<file path="src/itpp_pkg.sv">
// shared types and constants for the tsmp pong parser
package itpp_pkg;

   localparam int unsigned TOKEN_BYTES_DEF = 8;

   localparam logic [7:0] TSMP_PROTO  = 8'd99;
   localparam logic [7:0] PONG_TYPE   = 8'h6f;
   localparam logic [7:0] FRAG_MASK   = 8'h3f;
   localparam logic [3:0] NIBBLE_MASK = 4'h0f;
   localparam logic [5:0] V6_HDR      = 6'd40;
   localparam logic [5:0] V4_MIN_HDR  = 6'd20;

   localparam logic [3:0] VER_V4 = 4'd4;
   localparam logic [3:0] VER_V6 = 4'd6;

   localparam logic [15:0] POS_FRAG_HI = 16'd6;
   localparam logic [15:0] POS_FRAG_LO = 16'd7;
   localparam logic [15:0] POS_PROTO   = 16'd9;
   localparam logic [15:0] COUNT_MAX   = 16'hffff;

   typedef struct packed {
      logic [7:0] data_byte;
      logic       last_byte;
   } itpp_req_type;

   typedef struct packed {
      logic        accepted;
      logic [63:0] token_value;
      logic        port_present;
      logic [15:0] peer_port;
   } itpp_rsp_type;

endpackage

</file>
<file path="src/itpp_parser.sv">
// per-packet parse state and verdict logic
module itpp_parser #(
   parameter int unsigned TOKEN_BYTES = itpp_pkg::TOKEN_BYTES_DEF
) (
   input  logic                   clock,
   input  logic                   reset,
   input  logic                   fire,
   input  itpp_pkg::itpp_req_type item,
   output itpp_pkg::itpp_rsp_type verdict
);
   import itpp_pkg::*;

   localparam int unsigned TOKEN_W = TOKEN_BYTES * 8;

   logic [15:0]        cnt_ff, cnt_in;
   logic [3:0]         ver_ff, ver_in;
   logic [5:0]         hl_ff, hl_in;
   logic               frag_ff, frag_in;
   logic [7:0]         six_ff, six_in;
   logic [7:0]         nine_ff, nine_in;
   logic [7:0]         msg_ff, msg_in;
   logic [TOKEN_W-1:0] tok_ff, tok_in;
   logic [15:0]        port_ff, port_in;

   logic [7:0]         b;
   logic               at_zero;
   logic [3:0]         ver_now;
   logic [5:0]         hl_now;
   logic               frag_now;
   logic [7:0]         six_now, nine_now, msg_now;
   logic [TOKEN_W-1:0] tok_now;
   logic [15:0]        port_now;
   logic [5:0]         off;
   logic [16:0]        pos17, off17, tb17, tok_end, len17;
   logic               ok, acc, port_ok;

   always_comb begin
      b        = item.data_byte;
      at_zero  = (cnt_ff == '0);
      ver_now  = at_zero ? b[7:4] : ver_ff;
      hl_now   = at_zero ? {b[3:0] & NIBBLE_MASK, 2'b00} : hl_ff;
      frag_now = frag_ff
               | ((cnt_ff == POS_FRAG_HI) && ((b & FRAG_MASK) != '0))
               | ((cnt_ff == POS_FRAG_LO) && (b != '0));
      six_now  = (cnt_ff == POS_FRAG_HI) ? b : six_ff;
      nine_now = (cnt_ff == POS_PROTO) ? b : nine_ff;

      // payload offset uses the version as seen after this byte
      off     = (ver_now == VER_V4) ? hl_now : V6_HDR;
      pos17   = {1'b0, cnt_ff};
      off17   = 17'(off);
      tb17    = 17'(TOKEN_BYTES);
      tok_end = off17 + tb17;

      msg_now  = (pos17 == off17) ? b : msg_ff;
      tok_now  = ((pos17 > off17) && (pos17 <= tok_end))
               ? TOKEN_W'({tok_ff, b}) : tok_ff;
      port_now = ((pos17 > tok_end) && (pos17 <= tok_end + 17'd2))
               ? {port_ff[7:0], b} : port_ff;

      len17 = (cnt_ff == COUNT_MAX) ? 17'(COUNT_MAX) : pos17 + 17'd1;

      ok = 1'b0;
      case (ver_now)
         VER_V4: ok = (len17 >= 17'(V4_MIN_HDR)) && (nine_now == TSMP_PROTO) && !frag_now
                      && (hl_now >= V4_MIN_HDR) && (17'(hl_now) <= len17);
         VER_V6: ok = (len17 >= 17'(V6_HDR)) && (six_now == TSMP_PROTO);
         default: ok = 1'b0;
      endcase

      acc     = ok && (len17 >= tok_end + 17'd1) && (msg_now == PONG_TYPE);
      port_ok = acc && (len17 >= tok_end + 17'd3);

      verdict.accepted     = acc;
      verdict.token_value  = acc ? 64'(tok_now) : '0;
      verdict.port_present = port_ok;
      verdict.peer_port    = port_ok ? port_now : '0;
   end

   always_comb begin
      cnt_in  = cnt_ff;
      ver_in  = ver_ff;
      hl_in   = hl_ff;
      frag_in = frag_ff;
      six_in  = six_ff;
      nine_in = nine_ff;
      msg_in  = msg_ff;
      tok_in  = tok_ff;
      port_in = port_ff;
      if (fire) begin
         if (item.last_byte) begin
            cnt_in  = '0;
            ver_in  = '0;
            hl_in   = '0;
            frag_in = 1'b0;
            six_in  = '0;
            nine_in = '0;
            msg_in  = '0;
            tok_in  = '0;
            port_in = '0;
         end else begin
            cnt_in  = (cnt_ff == COUNT_MAX) ? cnt_ff : cnt_ff + 16'd1;
            ver_in  = ver_now;
            hl_in   = hl_now;
            frag_in = frag_now;
            six_in  = six_now;
            nine_in = nine_now;
            msg_in  = msg_now;
            tok_in  = tok_now;
            port_in = port_now;
         end
      end
   end

   always_ff @(posedge clock) begin
      if (reset) begin
         cnt_ff  <= '0;
         ver_ff  <= '0;
         hl_ff   <= '0;
         frag_ff <= 1'b0;
         six_ff  <= '0;
         nine_ff <= '0;
         msg_ff  <= '0;
         tok_ff  <= '0;
         port_ff <= '0;
      end else begin
         cnt_ff  <= cnt_in;
         ver_ff  <= ver_in;
         hl_ff   <= hl_in;
         frag_ff <= frag_in;
         six_ff  <= six_in;
         nine_ff <= nine_in;
         msg_ff  <= msg_in;
         tok_ff  <= tok_in;
         port_ff <= port_in;
      end
   end

`ifndef SYNTH
   a_clear_after_last: assert property (@(posedge clock) disable iff (reset)
      fire && item.last_byte |=> cnt_ff == '0 && tok_ff == '0 && port_ff == '0)
      else $error("parse state not cleared after last byte");

   a_count_steps: assert property (@(posedge clock) disable iff (reset)
      fire && !item.last_byte && cnt_ff != COUNT_MAX |=> cnt_ff == $past(cnt_ff) + 16'd1)
      else $error("byte count did not advance");

   a_idle_holds: assert property (@(posedge clock) disable iff (reset)
      !fire |=> $stable(cnt_ff) && $stable(tok_ff))
      else $error("parse state moved without an item");
`endif

endmodule

</file>
<file path="src/ip_tsmp_pong_parser_top.sv">
// top level of the tsmp pong parser: input register, parser, result register
// path: a final byte's verdict is computed as it leaves the input register and is held in
//    the result register; the byte waits in the input register while a result is held unread
// throughput: one byte per cycle except during that wait, set by the input and result registers
// non-final bytes give no result and never wait on the result side
// reset: synchronous active-high, empties both registers and clears parse state
// no clearing pass: the block is ready right after reset
module ip_tsmp_pong_parser_top #(
   parameter int unsigned TOKEN_BYTES = itpp_pkg::TOKEN_BYTES_DEF
) (
   input  logic                   clock,
   input  logic                   reset,
   input  logic                   req_valid,
   output logic                   req_ready,
   input  itpp_pkg::itpp_req_type req_data,
   output logic                   rsp_valid,
   input  logic                   rsp_ready,
   output itpp_pkg::itpp_rsp_type rsp_data
);
   import itpp_pkg::*;

   // input register
   logic         s1_valid_ff, s1_valid_in;
   itpp_req_type s1_ff;
   logic         s1_fire;

   // result register
   logic         rsp_valid_ff, rsp_valid_in;
   itpp_rsp_type rsp_ff;

   itpp_rsp_type verdict;

   // a non-final byte leaves no result, so it can always move on;
   // a final byte needs the result slot free or draining this cycle
   assign s1_fire = s1_valid_ff
                  && (!s1_ff.last_byte || !rsp_valid_ff || rsp_ready);

   // input register takes a new item when empty or when its item moves on
   assign req_ready = !s1_valid_ff || s1_fire;

   always_comb begin
      s1_valid_in = s1_valid_ff;
      if (req_ready) begin
         s1_valid_in = req_valid;
      end
   end

   always_comb begin
      rsp_valid_in = rsp_valid_ff;
      if (rsp_valid_ff && rsp_ready) begin
         rsp_valid_in = 1'b0;
      end
      if (s1_fire && s1_ff.last_byte) begin
         rsp_valid_in = 1'b1;
      end
   end

   always_ff @(posedge clock) begin
      if (reset) begin
         s1_valid_ff  <= 1'b0;
         rsp_valid_ff <= 1'b0;
      end else begin
         s1_valid_ff  <= s1_valid_in;
         rsp_valid_ff <= rsp_valid_in;
      end
   end

   // payload registers, no reset needed
   always_ff @(posedge clock) begin
      if (req_ready && req_valid) begin
         s1_ff <= req_data;
      end
      if (s1_fire && s1_ff.last_byte) begin
         rsp_ff <= verdict;
      end
   end

   // header and payload tracking, verdict on the final byte
   itpp_parser #(
      .TOKEN_BYTES(TOKEN_BYTES)
   ) u_parser (
      .clock  (clock),
      .reset  (reset),
      .fire   (s1_fire),
      .item   (s1_ff),
      .verdict(verdict)
   );

   assign rsp_valid = rsp_valid_ff;
   assign rsp_data  = rsp_ff;

`ifndef SYNTH
   a_no_overwrite: assert property (@(posedge clock) disable iff (reset)
      s1_valid_ff && s1_ff.last_byte && rsp_valid_ff && !rsp_ready |-> !s1_fire)
      else $error("final item would overwrite a pending result");

   a_reject_is_zero: assert property (@(posedge clock) disable iff (reset)
      rsp_valid && !rsp_data.accepted |->
         rsp_data.token_value == '0 && !rsp_data.port_present)
      else $error("rejected item carries token or port");

   a_port_needs_accept: assert property (@(posedge clock) disable iff (reset)
      rsp_valid && !rsp_data.port_present |-> rsp_data.peer_port == '0)
      else $error("peer port set without port present");

   a_rsp_holds: assert property (@(posedge clock) disable iff (reset)
      rsp_valid && !rsp_ready |=> rsp_valid && $stable(rsp_data))
      else $error("waiting result changed or dropped");
`endif

endmodule

</file>
<file path="config.mk">
export PLATFORM = sky130hd
export DESIGN_NAME = ip_tsmp_pong_parser_top
export DESIGN_NICKNAME = d
export VERILOG_FILES = /design/src/itpp_pkg.sv /design/src/itpp_parser.sv /design/src/ip_tsmp_pong_parser_top.sv
export SDC_FILE = /design/constraint.sdc
export NUM_CORES = 1
export LEC_CHECK = 0
export BUFFER_PORTS_ARGS = -buffer_cell sky130_fd_sc_hd__buf_2
export CORE_UTILIZATION = 60
export CTS_CLUSTER_DIAMETER = 50
export DETAILED_ROUTE_END_ITERATION = 10
export PLACE_DENSITY = 0.8
export SLEW_MARGIN = 25
export SYNTH_ARGS = -nofsm -noshare
export SYNTH_HDL_FRONTEND = slang
export SYNTH_HIERARCHICAL = 1
export SYNTH_SLANG_ARGS = --single-unit
</file>
<file path="constraint.sdc">
create_clock -name clock -period 5.8 [get_ports clock]
set_clock_uncertainty 0.2 [all_clocks]
set_input_delay 0.29 -clock clock [delete_from_list [all_inputs] [get_ports clock]]
set_output_delay 0.29 -clock clock [all_outputs]
set_load 0.005 [all_outputs]
</file>
==> impl_metrics.prom, run 1 <==
# TYPE chip_impl_metric gauge
chip_impl_metric{name="final.min_clock_period",unit="ps"} 5280
chip_impl_info{name="cts_tree",value="built"} 1
chip_impl_metric{name="worst-r2r-cell-count",unit=""} 15
chip_impl_info{name="critical_path.reg2reg.endpoint",value="rsp_data[10]$_DFFE_PP_"} 1
chip_impl_metric{name="die_w",unit="µm"} 140
chip_impl_info{name="main_flop_type_after_synthesis",value="sky130_fd_sc_hd__dfxtp_1"} 1
chip_impl_metric{name="placed_cells",unit=""} 1484
chip_impl_info{name="hold-path-endpoint",value="u_parser/msg_ff[1]$_SDFFE_PP0P_"} 1
chip_impl_metric{name="cts-htree-levels",unit=""} 1
chip_impl_metric{name="synth_cell_types",unit=""} 80
chip_impl_info{name="hold_path.startpoint",value="reset"} 1
chip_impl_metric{name="core.rowCount",unit=""} 50
chip_impl_metric{name="worst_hold_path_depth",unit=""} 2
chip_impl_metric{name="synth_sequential_area_ratio",unit="%"} 47.3
chip_impl_info{name="setup.worst_path.end_class",value="register"} 1
chip_impl_metric{name="cp_max_fo",unit=""} 10
chip_impl_metric{name="final_nets",unit=""} 1348
chip_impl_metric{name="grt_overflow_total",unit=""} 0
chip_impl_info{name="outcome",value="finished clean"} 1
chip_impl_metric{name="initialDrtViolationCount",unit=""} 898
chip_impl_info{name="startpoint_type",value="register"} 1
chip_impl_metric{name="chip_height",unit="µm"} 140
chip_impl_metric{name="netSwitchingPower",unit="µW"} 782
chip_impl_metric{name="ctsResizeCount",unit=""} 0
chip_impl_metric{name="intPower",unit="µW"} 2700
chip_impl_metric{name="synth_area_per_cell",unit="µm²"} 9.32
chip_impl_metric{name="first_global_vias",unit=""} 8887
chip_impl_info{name="crit_type",value="register to register"} 1
chip_impl_metric{name="synth_compound_gate_area_share",unit="%"} 19.3
chip_impl_metric{name="area_growth",unit="%"} 13.3
chip_impl_info{name="rsz0062_at_grt",value="false"} 1
chip_impl_metric{name="timing.critical_path.required",unit="ps"} 5850
chip_impl_metric{name="drt-vias-per-instance",unit=""} 6.08
chip_impl_metric{name="slew-limit-headroom",unit="%"} 33.5
chip_impl_metric{name="max-clock-path-buffers",unit=""} 3
chip_impl_metric{name="insertion_delay_to_the_later_sink_of_the_worst_skew_pair",unit="ps"} 540
chip_impl_metric{name="detail_route.first_pass.iterations",unit=""} 5
chip_impl_metric{name="power.leakage",unit="µW"} 0.00477
chip_impl_metric{name="detailroute.via_count",unit=""} 9382
chip_impl_metric{name="synth_fa_ha_area_share",unit="%"} 4.93
chip_impl_metric{name="netlist_instances",unit=""} 1224
chip_impl_metric{name="max_cap_violations",unit=""} 0
chip_impl_metric{name="slew_violations",unit=""} 0
chip_impl_info{name="r2r-start",value="u_parser/cnt_ff[8]$_SDFFE_PP0P_"} 1
chip_impl_metric{name="async_flop_share",unit="%"} 0
chip_impl_metric{name="die_area",unit="mm²"} 0.0196
chip_impl_metric{name="clock_sinks",unit=""} 224
chip_impl_metric{name="port_buffers",unit=""} 96
chip_impl_info{name="critPathMostFrequentCell",value="sky130_fd_sc_hd__ha_1"} 1
chip_impl_metric{name="dp_hpwl",unit="µm"} 17900
chip_impl_metric{name="setup_violations",unit=""} 0
chip_impl_metric{name="post_route_cells_drive_above_1_share",unit="%"} 18.9
chip_impl_metric{name="power_frac_comb",unit="%"} 4.1
chip_impl_metric{name="fill_cells",unit=""} 1461
chip_impl_metric{name="floorplan.initialDensity",unit="%"} 61.2
chip_impl_metric{name="timing.setup.tns",unit="ps"} 0
chip_impl_info{name="cp_cell_sequence",value="nor4_4 -> and4_1 -> nand3b_1 -> o21ai_1 -> and2_1 -> ha_1 -> nor3b_1 -> xor2_1 -> ha_1 -> nand4_1 -> or4b_1 -> a221o_1 -> buf_4 -> mux2i_1 -> nor3_1"} 1
chip_impl_metric{name="detail_route.wirelength",unit="µm"} 27900
chip_impl_metric{name="path_clk_slew",unit="ps"} 60
chip_impl_metric{name="floorplan.core_area",unit="mm²"} 0.0186
chip_impl_metric{name="period_share",unit="%"} 91.1
chip_impl_metric{name="total_number_of_yosys_warnings",unit=""} 6
chip_impl_metric{name="synth_edf_count",unit=""} 91
chip_impl_metric{name="synth-seq-cells",unit=""} 224
chip_impl_metric{name="ant_nets",unit=""} 0
chip_impl_metric{name="diodes",unit=""} 0
chip_impl_metric{name="switching_share",unit="%"} 22.5
chip_impl_info{name="slowest_stage",value="sky130_fd_sc_hd__a221o_1"} 1
chip_impl_metric{name="post-synth-top-area-fraction",unit="%"} 23.9
chip_impl_metric{name="reg2reg_setup_slack",unit="ps"} 520
chip_impl_metric{name="crit_arrival",unit="ps"} 5340
chip_impl_metric{name="netlist_area",unit="mm²"} 0.0114
chip_impl_metric{name="clock.fmax",unit="GHz"} 0.189
chip_impl_metric{name="timing.hold.ws",unit="ps"} 80.4
chip_impl_metric{name="critical_path.n_buffers_inverters",unit=""} 1
chip_impl_metric{name="tritoncts.num_buffers",unit=""} 26
chip_impl_metric{name="post_layout_nonfiller_instances",unit=""} 1544
chip_impl_info{name="synth_area_leaders",value="sky130_fd_sc_hd__edfxtp_1 (24%), sky130_fd_sc_hd__dfxtp_1 (23%), sky130_fd_sc_hd__nand2_1 (7.6%)"} 1
chip_impl_metric{name="routedWlPerCell",unit="µm"} 18.1
chip_impl_metric{name="grt_antenna_before_repair",unit=""} 0
chip_impl_metric{name="final_hold_viol_count",unit=""} 0
chip_impl_info{name="synth_top_family_by_area",value="compound AO/OA/AOI/OAI gates"} 1
chip_impl_metric{name="synth_xor_area_share",unit="%"} 1.77
chip_impl_metric{name="drc_errors",unit=""} 0
chip_impl_metric{name="sequential_group_share_of_total_power",unit="%"} 47.7
chip_impl_metric{name="power_per_cell_area",unit="mW/mm²"} 269
chip_impl_info{name="netlist.top_cell.by_area",value="sky130_fd_sc_hd__edfxtp_1"} 1
chip_impl_metric{name="grt_max_degree",unit=""} 73
chip_impl_metric{name="routabilityCongestion",unit=""} 1.06
chip_impl_metric{name="power.clock.fraction",unit="%"} 48.2
chip_impl_metric{name="grt_pass1_wl",unit="µm"} 45200
chip_impl_metric{name="post_synth_and_or_nand_nor_area_fraction",unit="%"} 18.5
chip_impl_metric{name="tightestPinTransition",unit="ps"} 995
chip_impl_metric{name="grt_util_all_layers",unit="%"} 28.6
chip_impl_metric{name="worst_ir_drop_vdd",unit="mV"} 0.274
chip_impl_metric{name="delay_of_the_slowest_cell_on_the_worst_path",unit="ps"} 530
chip_impl_info{name="critical-path-top-delay-family",value="simple AND/OR/NAND/NOR gates"} 1
chip_impl_metric{name="design.portCount",unit=""} 97
chip_impl_info{name="worstHoldPathType",value="input pin to register"} 1
chip_impl_info{name="root_buffer",value="sky130_fd_sc_hd__clkbuf_16"} 1
chip_impl_metric{name="post_synth_mux_area_share",unit="%"} 2.83
-- worst max-delay path by stage --
stage	start	to	slack, ps	depth (start not counted)
after floorplan	u_parser/cnt_ff[0]$_SDFFE_PP0P_	u_parser/port_ff[7]$_SDFFE_PP0P_	790	21
after global placement	u_parser/cnt_ff[0]$_SDFFE_PP0P_	u_parser/port_ff[5]$_SDFFE_PP0P_	500	16
after detailed placement	u_parser/cnt_ff[0]$_SDFFE_PP0P_	u_parser/port_ff[4]$_SDFFE_PP0P_	390	16
after CTS	u_parser/cnt_ff[0]$_SDFFE_PP0P_	u_parser/port_ff[6]$_SDFFE_PP0P_	400	16
after global routing	u_parser/cnt_ff[0]$_SDFFE_PP0P_	rsp_data[4]$_DFFE_PP_	150	18
final	u_parser/cnt_ff[8]$_SDFFE_PP0P_	rsp_data[10]$_DFFE_PP_	520	15
-- power groups by stage --
stage               combinational [µW]  sequential, µW  clock (µW)
floorplan                          101            1690           0
global placement                   134            1690           0
detailed placement                 134            1690           0
CTS                                141            1660        1700
global route                       156            1660        1770
finish                             143            1660        1680
-- per-stage QoR --
step | area (µm²) | util (%) | total power (µW) | setup slack (ps)
3_5_place_dp | 11900 | 63.8 | 1830 | 393
4_1_cts | 12900 | 69.3 | 3500 | 400
5_1_grt | 12900 | 69.4 | 3580 | 151
2_1_floorplan | 11400 | - | 1790 | 794
6_report | 12900 | 69.4 | 3480 | 516
3_3_place_gp | 11900 | 63.8 | 1830 | 500
-- cells in the mapped netlist, types with 17 or more instances --
master / number
sky130_fd_sc_hd__nand2_1: 230
sky130_fd_sc_hd__dfxtp_1: 133
sky130_fd_sc_hd__a21oi_1: 109
sky130_fd_sc_hd__edfxtp_1: 91
sky130_fd_sc_hd__nor2_1: 88
sky130_fd_sc_hd__o21ai_1: 67
sky130_fd_sc_hd__a21oi_2: 50
sky130_fd_sc_hd__ha_1: 45
sky130_fd_sc_hd__clkbuf_1: 42
sky130_fd_sc_hd__a22oi_1: 36
sky130_fd_sc_hd__buf_2: 28
sky130_fd_sc_hd__inv_1: 24
sky130_fd_sc_hd__nor3_1: 23
sky130_fd_sc_hd__mux2i_1: 21
sky130_fd_sc_hd__nand3_1: 19
sky130_fd_sc_hd__o21ai_0: 19
sky130_fd_sc_hd__a22o_1: 17
sky130_fd_sc_hd__xnor2_1: 17
-- what timing repair did --
item	CTS	global route
endpoints found under the hold margin	11	0
buffers inserted	0	0
hold buffers	12	0
-- cell families after synthesis --
logic type,count (synthesis)
flops,224
xor+xnor,23
simple gates,443
mux,28
compound gates,341
other cells,1
buf+inv,119
fa+ha+maj,45
-- sequential cells by signal (all words and copies together) (netlist names), 4 cells and up --
| register | cells |
|---|---|
| u_parser/tok_ff | 64 |
| rsp_data | 82 |
| u_parser/msg_ff | 8 |
| u_parser/port_ff | 16 |
| u_parser/cnt_ff | 16 |
| u_parser/ver_ff | 4 |
| u_parser/six_ff | 8 |
| u_parser/nine_ff | 8 |
| s1_ff | 9 |
| u_parser/hl_ff | 6 |
-- cell type report --
class | count | area (µm²) | area share [%]
inverters | 27 | 101 | 0.784
clock buffers | 32 | 703 | 5.44
flip-flops and latches | 224 | 5400 | 41.7
multi-input cells | 883 | 5430 | 42.0
clock inverters | 16 | 203 | 1.57
repair buffers | 128 | 803 | 6.21
well taps | 234 | 293 | 2.26
-- per-layer routing --
metal / routed length [µm] / vias to the layer above / track usage, %
li1: - / 4479 / -
met1: 11400 / 4422 / 36.7
met2: 13600 / 397 / 48.6
met3: 1930 / 84 / 3.76
met4: 1060 / 0 / 12.2
met5: 0 / - / 0
-- placed cells by master, fill, tap and decap left out, drive strengths merged, types with 5 or more instances in the layout --
cell type	instances
a211oi	6
a21o	7
a21oi	159
a22o	17
a22oi	36
a31oi	5
and2	8
and3	6
and4	5
buf	116
clkbuf	32
clkinvlp	6
dfxtp	133
dlygate4sd3	12
edfxtp	91
ha	45
inv	31
mux2i	24
nand2	231
nand2b	8
nand3	22
nand4	13
nor2	89
nor3	27
nor4	8
o21ai	87
xnor2	17
xor2	6
No activity file was read; power rests on OpenSTA's default activity.
==> run 2: changes to the inputs <==
--- a/config.mk
+++ b/config.mk
@@ -5,6 +5,7 @@
 export SDC_FILE = /design/constraint.sdc
 export NUM_CORES = 1
 export LEC_CHECK = 0
+export ABC_AREA = 1
 export BUFFER_PORTS_ARGS = -buffer_cell sky130_fd_sc_hd__buf_2
 export CORE_UTILIZATION = 60
 export CTS_CLUSTER_DIAMETER = 50
==> run 2 against run 1 <==
Via count increased by 15%; design area increased by 5.6%; count of clock-buffer cells in the layout increased by 4; synthesized cell count increased by 35%; sequential share of layout area decreased by 2.2 points; sequential power about the same; die area increased by 5.9%; worst hold slack improved by 46 ps; first-iteration DRC count increased by 3.8%; maximum frequency decreased by 1.3%; register-to-register slack got worse by 70 ps; critical path depth increased by 10; critical endpoint is now rsp_data[25]$_DFFE_PP_; largest cell class unchanged.
==> impl_metrics.prom, run 2 <==
# TYPE chip_impl_metric gauge
chip_impl_info{name="root_buffer",value="sky130_fd_sc_hd__clkbuf_16"} 1
chip_impl_info{name="layout_common_cells",value="sky130_fd_sc_hd__nand2_1 (508), sky130_fd_sc_hd__inv_1 (189), sky130_fd_sc_hd__nand3_1 (184), sky130_fd_sc_hd__a21oi_1 (152), sky130_fd_sc_hd__dfxtp_1 (133)"} 1
chip_impl_metric{name="synth_cell_types",unit=""} 40
chip_impl_metric{name="crit_arrival",unit="ps"} 5530
chip_impl_metric{name="largest_reg_flops",unit=""} 82
chip_impl_metric{name="routabilityCongestion",unit=""} 0.951
chip_impl_info{name="outcome",value="finished clean"} 1
chip_impl_info{name="worstHoldPathType",value="input pin to register"} 1
chip_impl_info{name="critPathCapture",value="rsp_data[25]$_DFFE_PP_"} 1
chip_impl_metric{name="detailroute.via_count",unit=""} 10768
chip_impl_metric{name="period_share",unit="%"} 92.3
chip_impl_metric{name="synth_fa_ha_area_share",unit="%"} 4.65
chip_impl_metric{name="async_flop_share",unit="%"} 0
chip_impl_metric{name="routedWlPerCell",unit="µm"} 14.3
chip_impl_metric{name="synth_sequential_area_ratio",unit="%"} 44.6
chip_impl_info{name="slowest_stage",value="sky130_fd_sc_hd__dfxtp_1"} 1
chip_impl_metric{name="synth_compound_gate_area_share",unit="%"} 8.68
chip_impl_metric{name="critical_path.n_buffers_inverters",unit=""} 4
chip_impl_metric{name="cp_max_fo",unit=""} 42
chip_impl_metric{name="die_area",unit="mm²"} 0.0207
chip_impl_metric{name="area_growth",unit="%"} 12.9
chip_impl_metric{name="initialDrtViolationCount",unit=""} 932
chip_impl_metric{name="grt_overflow_total",unit=""} 0
chip_impl_metric{name="floorplan.initialDensity",unit="%"} 61.7
chip_impl_metric{name="slew-limit-headroom",unit="%"} 46.4
chip_impl_info{name="critical_path.startpoint",value="u_parser/cnt_ff[0]$_SDFFE_PP0P_"} 1
chip_impl_metric{name="netlist_instances",unit=""} 1649
chip_impl_metric{name="detail_route.first_pass.iterations",unit=""} 5
chip_impl_metric{name="post_route_cells_drive_above_1_share",unit="%"} 13.0
chip_impl_metric{name="chip_height",unit="µm"} 144
chip_impl_metric{name="cts_post_setup_buffers_inserted",unit=""} 0
chip_impl_metric{name="path_depth",unit=""} 25
chip_impl_metric{name="drc_errors",unit=""} 0
chip_impl_metric{name="power",unit="µW"} 3420
chip_impl_metric{name="max_cap_violations",unit=""} 0
chip_impl_metric{name="ant_nets",unit=""} 0
chip_impl_metric{name="port_buffers",unit=""} 96
chip_impl_metric{name="worst_slack",unit="ps"} 445
chip_impl_metric{name="fill_cells",unit=""} 1644
chip_impl_metric{name="timing.critical_path.required",unit="ps"} 5980
chip_impl_metric{name="grt_max_degree",unit=""} 83
chip_impl_metric{name="detailedPlace.worstSlack",unit="ps"} 517
chip_impl_metric{name="worst-r2r-cell-count",unit=""} 25
chip_impl_info{name="setup.worst_path.end_class",value="register"} 1
chip_impl_metric{name="grt_util_all_layers",unit="%"} 27.6
chip_impl_metric{name="grt_antenna_before_repair",unit=""} 0
chip_impl_info{name="critPathMostFrequentCell",value="sky130_fd_sc_hd__nand2_1"} 1
chip_impl_metric{name="synth_xor_area_share",unit="%"} 1.01
chip_impl_info{name="crit_type",value="register to register"} 1
chip_impl_metric{name="first_global_vias",unit=""} 9543
chip_impl_metric{name="synth-seq-cells",unit=""} 224
chip_impl_metric{name="final.min_clock_period",unit="ps"} 5350
chip_impl_info{name="startpoint_type",value="register"} 1
chip_impl_metric{name="insertion_delay_to_the_later_sink_of_the_worst_skew_pair",unit="ps"} 530
chip_impl_metric{name="diodes",unit=""} 0
chip_impl_metric{name="path_clk_slew",unit="ps"} 60
chip_impl_metric{name="worst_ir_drop_vdd",unit="mV"} 0.248
chip_impl_metric{name="design.portCount",unit=""} 97
chip_impl_metric{name="final_nets",unit=""} 1777
chip_impl_metric{name="clock_sinks",unit=""} 224
chip_impl_info{name="yosys.cell_count.top_type",value="sky130_fd_sc_hd__nand2_1"} 1
chip_impl_metric{name="detail_route.wirelength",unit="µm"} 28600
chip_impl_info{name="synth_area_leaders",value="sky130_fd_sc_hd__edfxtp_1 (23%), sky130_fd_sc_hd__dfxtp_1 (22%), sky130_fd_sc_hd__nand2_1 (16%)"} 1
chip_impl_metric{name="delay_of_the_slowest_cell_on_the_worst_path",unit="ps"} 380
chip_impl_metric{name="max-clock-path-buffers",unit=""} 3
chip_impl_info{name="critical_path.reg2reg.endpoint",value="rsp_data[25]$_DFFE_PP_"} 1
chip_impl_info{name="main_flop_type_after_synthesis",value="sky130_fd_sc_hd__dfxtp_1"} 1
chip_impl_info{name="cts_tree",value="built"} 1
chip_impl_metric{name="netlist_area",unit="mm²"} 0.0121
chip_impl_metric{name="setup_violations",unit=""} 0
chip_impl_metric{name="floorplan.core_area",unit="mm²"} 0.0196
chip_impl_info{name="rsz0062_at_grt",value="false"} 1
chip_impl_metric{name="tritoncts.num_buffers",unit=""} 26
chip_impl_metric{name="drt-vias-per-instance",unit=""} 5.38
chip_impl_metric{name="timing.setup.tns",unit="ps"} 0
chip_impl_info{name="critical-path-top-delay-family",value="simple AND/OR/NAND/NOR gates"} 1
chip_impl_metric{name="tightestPinTransition",unit="ps"} 804
chip_impl_info{name="r2r-start",value="u_parser/cnt_ff[0]$_SDFFE_PP0P_"} 1
chip_impl_metric{name="core.rowCount",unit=""} 51
chip_impl_metric{name="die_w",unit="µm"} 144
chip_impl_metric{name="power.leakage",unit="µW"} 0.00533
chip_impl_info{name="synth_top_family_by_area",value="simple AND/OR/NAND/NOR gates"} 1
chip_impl_metric{name="reg2reg_setup_slack",unit="ps"} 450
chip_impl_metric{name="slew_violations",unit=""} 0
chip_impl_info{name="layout.cells.most_common",value="sky130_fd_sc_hd__nand2_1"} 1
chip_impl_metric{name="post_synth_and_or_nand_nor_area_fraction",unit="%"} 31.7
chip_impl_metric{name="synth_area_per_cell",unit="µm²"} 7.34
chip_impl_metric{name="power_per_cell_area",unit="mW/mm²"} 251
chip_impl_metric{name="synth_edf_count",unit=""} 91
chip_impl_metric{name="grt_pass1_wl",unit="µm"} 45900
chip_impl_metric{name="total_number_of_yosys_warnings",unit=""} 6
chip_impl_metric{name="clock.fmax",unit="GHz"} 0.187
chip_impl_info{name="synth.top_cells.by_count",value="sky130_fd_sc_hd__nand2_1 (510), sky130_fd_sc_hd__inv_1 (190), sky130_fd_sc_hd__nand3_1 (184)"} 1
chip_impl_info{name="netlist.top_cell.by_area",value="sky130_fd_sc_hd__edfxtp_1"} 1
chip_impl_metric{name="dp_hpwl",unit="µm"} 19000
chip_impl_metric{name="post_synth_mux_area_share",unit="%"} 0
chip_impl_metric{name="final_hold_viol_count",unit=""} 0
chip_impl_metric{name="cts-htree-levels",unit=""} 1
chip_impl_metric{name="post-synth-top-area-fraction",unit="%"} 22.6
-- run 2: cell types whose count changed after synthesis, sizes merged, moves of 8 or more --
cell	delta
a22o	-17
a22oi	-36
and2	-8
buf	-11
inv	+166
mux2i	-24
nand2	+284
nand2b	-8
nand3	+163
nor2	+66
nor3	-19
o21ai	-48
xnor2	-14
-- run 2: report_power, final --
part	internal, µW	switching (µW)
sequential	1660	13.1
clock	930	648
combinational	51.1	120
total	2640	781
-- run 2: area by class of cell --
cell class | instances | area [µm²] | share of cell area [%]
clock buffers | 36 | 728 | 5.33
clock inverters | 11 | 113 | 0.825
inverters | 192 | 723 | 5.30
multi-input cells | 1154 | 5620 | 41.1
flip-flops and latches | 224 | 5400 | 39.5
well taps | 265 | 332 | 2.43
repair buffers | 121 | 746 | 5.46
-- run 2: how the worst min path moves through the flow --
stage / start / endpoint / slack [ps] / cells after the start
final: reset / u_parser/msg_ff[0]$_SDFFE_PP0P_ / 130 / 2
after global routing: reset / u_parser/msg_ff[5]$_SDFFE_PP0P_ / 160 / 2
after CTS: reset / u_parser/port_ff[15]$_SDFFE_PP0P_ / 140 / 2
after detailed placement: u_parser/tok_ff[8]$_SDFFE_PP0P_ / u_parser/tok_ff[8]$_SDFFE_PP0P_ / 260 / 2
after global placement: u_parser/six_ff[2]$_SDFFE_PP0P_ / u_parser/six_ff[2]$_SDFFE_PP0P_ / 250 / 2
after floorplan: reset / s1_valid_ff$_SDFFE_PP0P_ / 150 / 1
-- run 2: kinds of logic after synthesis --
logic type / after synthesis
buffers and inverters: 273
flip-flops: 224
other: 1
adder cells (fa/ha/maj): 45
AND/OR/NAND/NOR: 891
AO/OA/AOI/OAI: 201
XOR/XNOR: 14
-- run 2: repair_timing --
action                                  4_1_cts  5_1_grt
endpoints found under the hold margin        11        0
gates resized for setup                       0        2
hold buffers                                 12        0
endpoints found under the setup margin        0       19
-- run 2: layer usage --
layer | wire length [µm] | vias up | track usage, %
li1 | - | 5438 | -
met1 | 12800 | 4910 | 38.3
met2 | 13300 | 351 | 43.9
met3 | 1710 | 69 | 3.97
met4 | 830 | 0 | 9.85
met5 | 0 | - | 0
-- run 2: per-stage QoR --
stage / hold slack (ps) / area [µm²] / util, % / instances
final: 126 / 13700 / 69.7 / 2003
after detailed placement: 255 / 12700 / 64.6 / 1943
after global placement: 248 / 12700 / 64.6 / 1943
after CTS: 141 / 13600 / 69.5 / 2002
after floorplan: 152 / 12100 / - / 1651
after global routing: 162 / 13700 / 69.7 / 2003
==> run 3: changes to the inputs <==
--- a/config.mk
+++ b/config.mk
@@ -7,10 +7,12 @@
 export LEC_CHECK = 0
 export ABC_AREA = 1
 export BUFFER_PORTS_ARGS = -buffer_cell sky130_fd_sc_hd__buf_2
-export CORE_UTILIZATION = 60
+export CELL_PAD_IN_SITES_DETAIL_PLACEMENT = 0
+export CELL_PAD_IN_SITES_GLOBAL_PLACEMENT = 1
+export CORE_UTILIZATION = 44
 export CTS_CLUSTER_DIAMETER = 50
 export DETAILED_ROUTE_END_ITERATION = 10
-export PLACE_DENSITY = 0.8
+export PLACE_DENSITY_LB_ADDON = 0.1
 export SLEW_MARGIN = 25
 export SYNTH_ARGS = -nofsm -noshare
 export SYNTH_HDL_FRONTEND = slang
==> run 3 against run 2 <==
Critical path depth fell by 2; clock power rose by 26%; worst hold slack better by 120 ps; sequential share of layout area fell by 1.2 points; routed wire length increased by 13%; flip-flop and latch count is the same; register-to-register slack improved by 60 ps; critical endpoint is now rsp_data[20]$_DFFE_PP_; largest cell class unchanged.
==> impl_metrics.prom, run 3 (same netlist as run 2, synthesis figures left out) <==
# TYPE chip_impl_metric gauge
chip_impl_info{name="outcome",value="finished clean"} 1
chip_impl_metric{name="die_area",unit="mm²"} 0.0282
chip_impl_metric{name="grt_antenna_before_repair",unit=""} 0
chip_impl_metric{name="port_buffers",unit=""} 96
chip_impl_metric{name="max-clock-path-buffers",unit=""} 3
chip_impl_info{name="rsz0062_at_grt",value="false"} 1
chip_impl_metric{name="grt_util_all_layers",unit="%"} 22.9
chip_impl_metric{name="grt_max_degree",unit=""} 102
chip_impl_metric{name="power.leakage",unit="µW"} 0.00551
chip_impl_metric{name="dp_hpwl",unit="µm"} 21300
chip_impl_info{name="root_buffer",value="sky130_fd_sc_hd__clkbuf_16"} 1
chip_impl_metric{name="floorplan.core_area",unit="mm²"} 0.0270
chip_impl_metric{name="power",unit="µW"} 3850
chip_impl_metric{name="cts_post_setup_buffers_inserted",unit=""} 0
chip_impl_metric{name="detailroute.via_count",unit=""} 10625
chip_impl_metric{name="die_w",unit="µm"} 168
chip_impl_metric{name="clock_sinks",unit=""} 224
chip_impl_metric{name="grt_overflow_total",unit=""} 0
chip_impl_metric{name="design.portCount",unit=""} 97
chip_impl_metric{name="slew_violations",unit=""} 0
chip_impl_metric{name="clock.fmax",unit="GHz"} 0.189
chip_impl_info{name="setup.worst_path.end_class",value="register"} 1
chip_impl_metric{name="period_share",unit="%"} 91.3
chip_impl_metric{name="power.clock.fraction",unit="%"} 51.8
chip_impl_metric{name="cts-htree-levels",unit=""} 1
chip_impl_metric{name="drt-vias-per-instance",unit=""} 5.07
chip_impl_metric{name="power_frac_comb",unit="%"} 4.6
chip_impl_metric{name="detail_route.first_pass.iterations",unit=""} 5
chip_impl_metric{name="timing.critical_path.required",unit="ps"} 6000
chip_impl_metric{name="tightestPinTransition",unit="ps"} 860
chip_impl_metric{name="final_nets",unit=""} 1788
chip_impl_metric{name="timing.setup.tns",unit="ps"} 0
chip_impl_metric{name="intPower",unit="µW"} 2980
chip_impl_info{name="startpoint_type",value="register"} 1
chip_impl_metric{name="area_growth",unit="%"} 16.3
chip_impl_info{name="critical-path-top-delay-family",value="simple AND/OR/NAND/NOR gates"} 1
chip_impl_info{name="slowest_stage",value="sky130_fd_sc_hd__dfxtp_1"} 1
chip_impl_metric{name="diodes",unit=""} 0
chip_impl_metric{name="initialDrtViolationCount",unit=""} 965
chip_impl_metric{name="setup_violations",unit=""} 0
chip_impl_metric{name="switching_share",unit="%"} 22.5
chip_impl_metric{name="tritoncts.num_buffers",unit=""} 31
chip_impl_metric{name="first_global_vias",unit=""} 9551
chip_impl_metric{name="insertion_delay_to_the_later_sink_of_the_worst_skew_pair",unit="ps"} 560
chip_impl_metric{name="critical_path.n_buffers_inverters",unit=""} 5
chip_impl_metric{name="ant_nets",unit=""} 0
chip_impl_info{name="layout.cells.most_common",value="sky130_fd_sc_hd__nand2_1"} 1
chip_impl_metric{name="delay_of_the_slowest_cell_on_the_worst_path",unit="ps"} 390
chip_impl_metric{name="worst_slack",unit="ps"} 504
chip_impl_info{name="crit_type",value="register to register"} 1
chip_impl_metric{name="routabilityCongestion",unit=""} 0.882
chip_impl_metric{name="timing.hold.ws",unit="ps"} 248
chip_impl_info{name="cts_tree",value="built"} 1
chip_impl_metric{name="detail_route.wirelength",unit="µm"} 32300
chip_impl_metric{name="routedWlPerCell",unit="µm"} 15.4
chip_impl_metric{name="final_hold_viol_count",unit=""} 0
chip_impl_info{name="layout_common_cells",value="sky130_fd_sc_hd__nand2_1 (508), sky130_fd_sc_hd__inv_1 (189), sky130_fd_sc_hd__nand3_1 (184), sky130_fd_sc_hd__a21oi_1 (152), sky130_fd_sc_hd__dfxtp_1 (133)"} 1
chip_impl_metric{name="cp_max_fo",unit=""} 65
chip_impl_info{name="worstHoldPathType",value="input pin to register"} 1
chip_impl_metric{name="max_cap_violations",unit=""} 0
chip_impl_metric{name="slew-limit-headroom",unit="%"} 42.7
chip_impl_metric{name="drc_errors",unit=""} 0
chip_impl_info{name="cp_cell_sequence",value="inv_1 -> ha_1 -> nand3_1 -> nor2_4 -> nand2_4 -> o21ai_1 -> inv_1 -> nor2_1 -> inv_1 -> ha_1 -> or2_2 -> nor3_1 -> nand2_1 -> nand2_1 -> o21ai_0 -> inv_1 -> nand2_1 -> nor2_1 -> nand2_1 -> a21oi_1 -> nand2_4 -> buf_12 -> nor2_1"} 1
chip_impl_metric{name="post_route_cells_drive_above_1_share",unit="%"} 14.0
chip_impl_metric{name="largest_reg_flops",unit=""} 82
chip_impl_metric{name="chip_height",unit="µm"} 168
chip_impl_metric{name="crit_arrival",unit="ps"} 5500
chip_impl_metric{name="sequential_group_share_of_total_power",unit="%"} 43.6
chip_impl_metric{name="power_per_cell_area",unit="mW/mm²"} 273
chip_impl_metric{name="detailedPlace.worstSlack",unit="ps"} 520
chip_impl_metric{name="final.min_clock_period",unit="ps"} 5300
chip_impl_metric{name="reg2reg_setup_slack",unit="ps"} 500
chip_impl_metric{name="path_clk_slew",unit="ps"} 60
chip_impl_metric{name="worst_ir_drop_vdd",unit="mV"} 0.214
chip_impl_metric{name="grt_pass1_wl",unit="µm"} 51600
chip_impl_metric{name="floorplan.initialDensity",unit="%"} 44.9
chip_impl_metric{name="netSwitchingPower",unit="µW"} 865
chip_impl_metric{name="core.rowCount",unit=""} 60
-- run 3: cell count changes in the layout (fill, tap and decap cells not counted), sizes merged --
cell | before | now
buf | 109 | 114
bufinv | 1 | 4
clkbuf | 36 | 41
clkinv | 6 | 7
dlygate4sd3 | 12 | 13
inv | 193 | 195
-- run 3: per-stage QoR --
step	area, µm²	cells	utilization (%)
finish	14100	2096	52.2
global route	14100	2096	52.2
CTS	14100	2096	52.2
detailed placement	12800	2025	47.6
global placement	12800	2025	47.6
floorplan	12100	1651	-
-- run 3: worst paths after layout --
check,startpoint,to,depth (start not counted)
hold / removal,req_data[8],s1_ff[8]$_DFFE_PP_,2
hold reg to reg,u_parser/msg_ff[5]$_SDFFE_PP0P_,u_parser/msg_ff[5]$_SDFFE_PP0P_,2
setup / recovery,u_parser/cnt_ff[0]$_SDFFE_PP0P_,rsp_data[20]$_DFFE_PP_,23
setup reg to reg,u_parser/cnt_ff[0]$_SDFFE_PP0P_,rsp_data[20]$_DFFE_PP_,23
-- run 3: power by group through the flow --
stage	Combinational, µW	Clock (µW)	Sequential, µW
5_1_grt	197	2100	1680
2_1_floorplan	99.2	0	1710
4_1_cts	180	2030	1680
3_3_place_gp	173	0	1710
3_5_place_dp	172	0	1710
6_report	178	1990	1680
-- run 3: per-layer routing --
layer	share of wire, %	track usage (%)
met1	50	34.3
met4	1.6	5.42
met5	0	0
met3	4.4	2.44
met2	44	35.2
-- run 3: area by class of cell --
class / count / area [µm²]
Clock inverter: 17 / 218
Timing Repair Buffer: 127 / 802
Clock buffer: 41 / 895
Tap cell: 341 / 427
Fill cell: 2693 / 12900
Sequential cell: 224 / 5400
Multi-Input combinational cell: 1154 / 5610
Inverter: 192 / 723
-- run 3: worst register-to-register path: cells and delay by family (launching register included) --
family / cells / cell delay (ps)
adder cells (fa/ha/maj): 2 / 540
AO/OA/AOI/OAI: 3 / 760
buffers and inverters: 5 / 870
AND/OR/NAND/NOR: 13 / 2380
flip-flops: 1 / 390
-- run 3: timing repair --
action | in CTS | in global routing
gates resized for setup | 0 | 1
hold endpoints to repair | 42 | 0
endpoints found under the setup margin | 0 | 16
hold buffers | 13 | 0
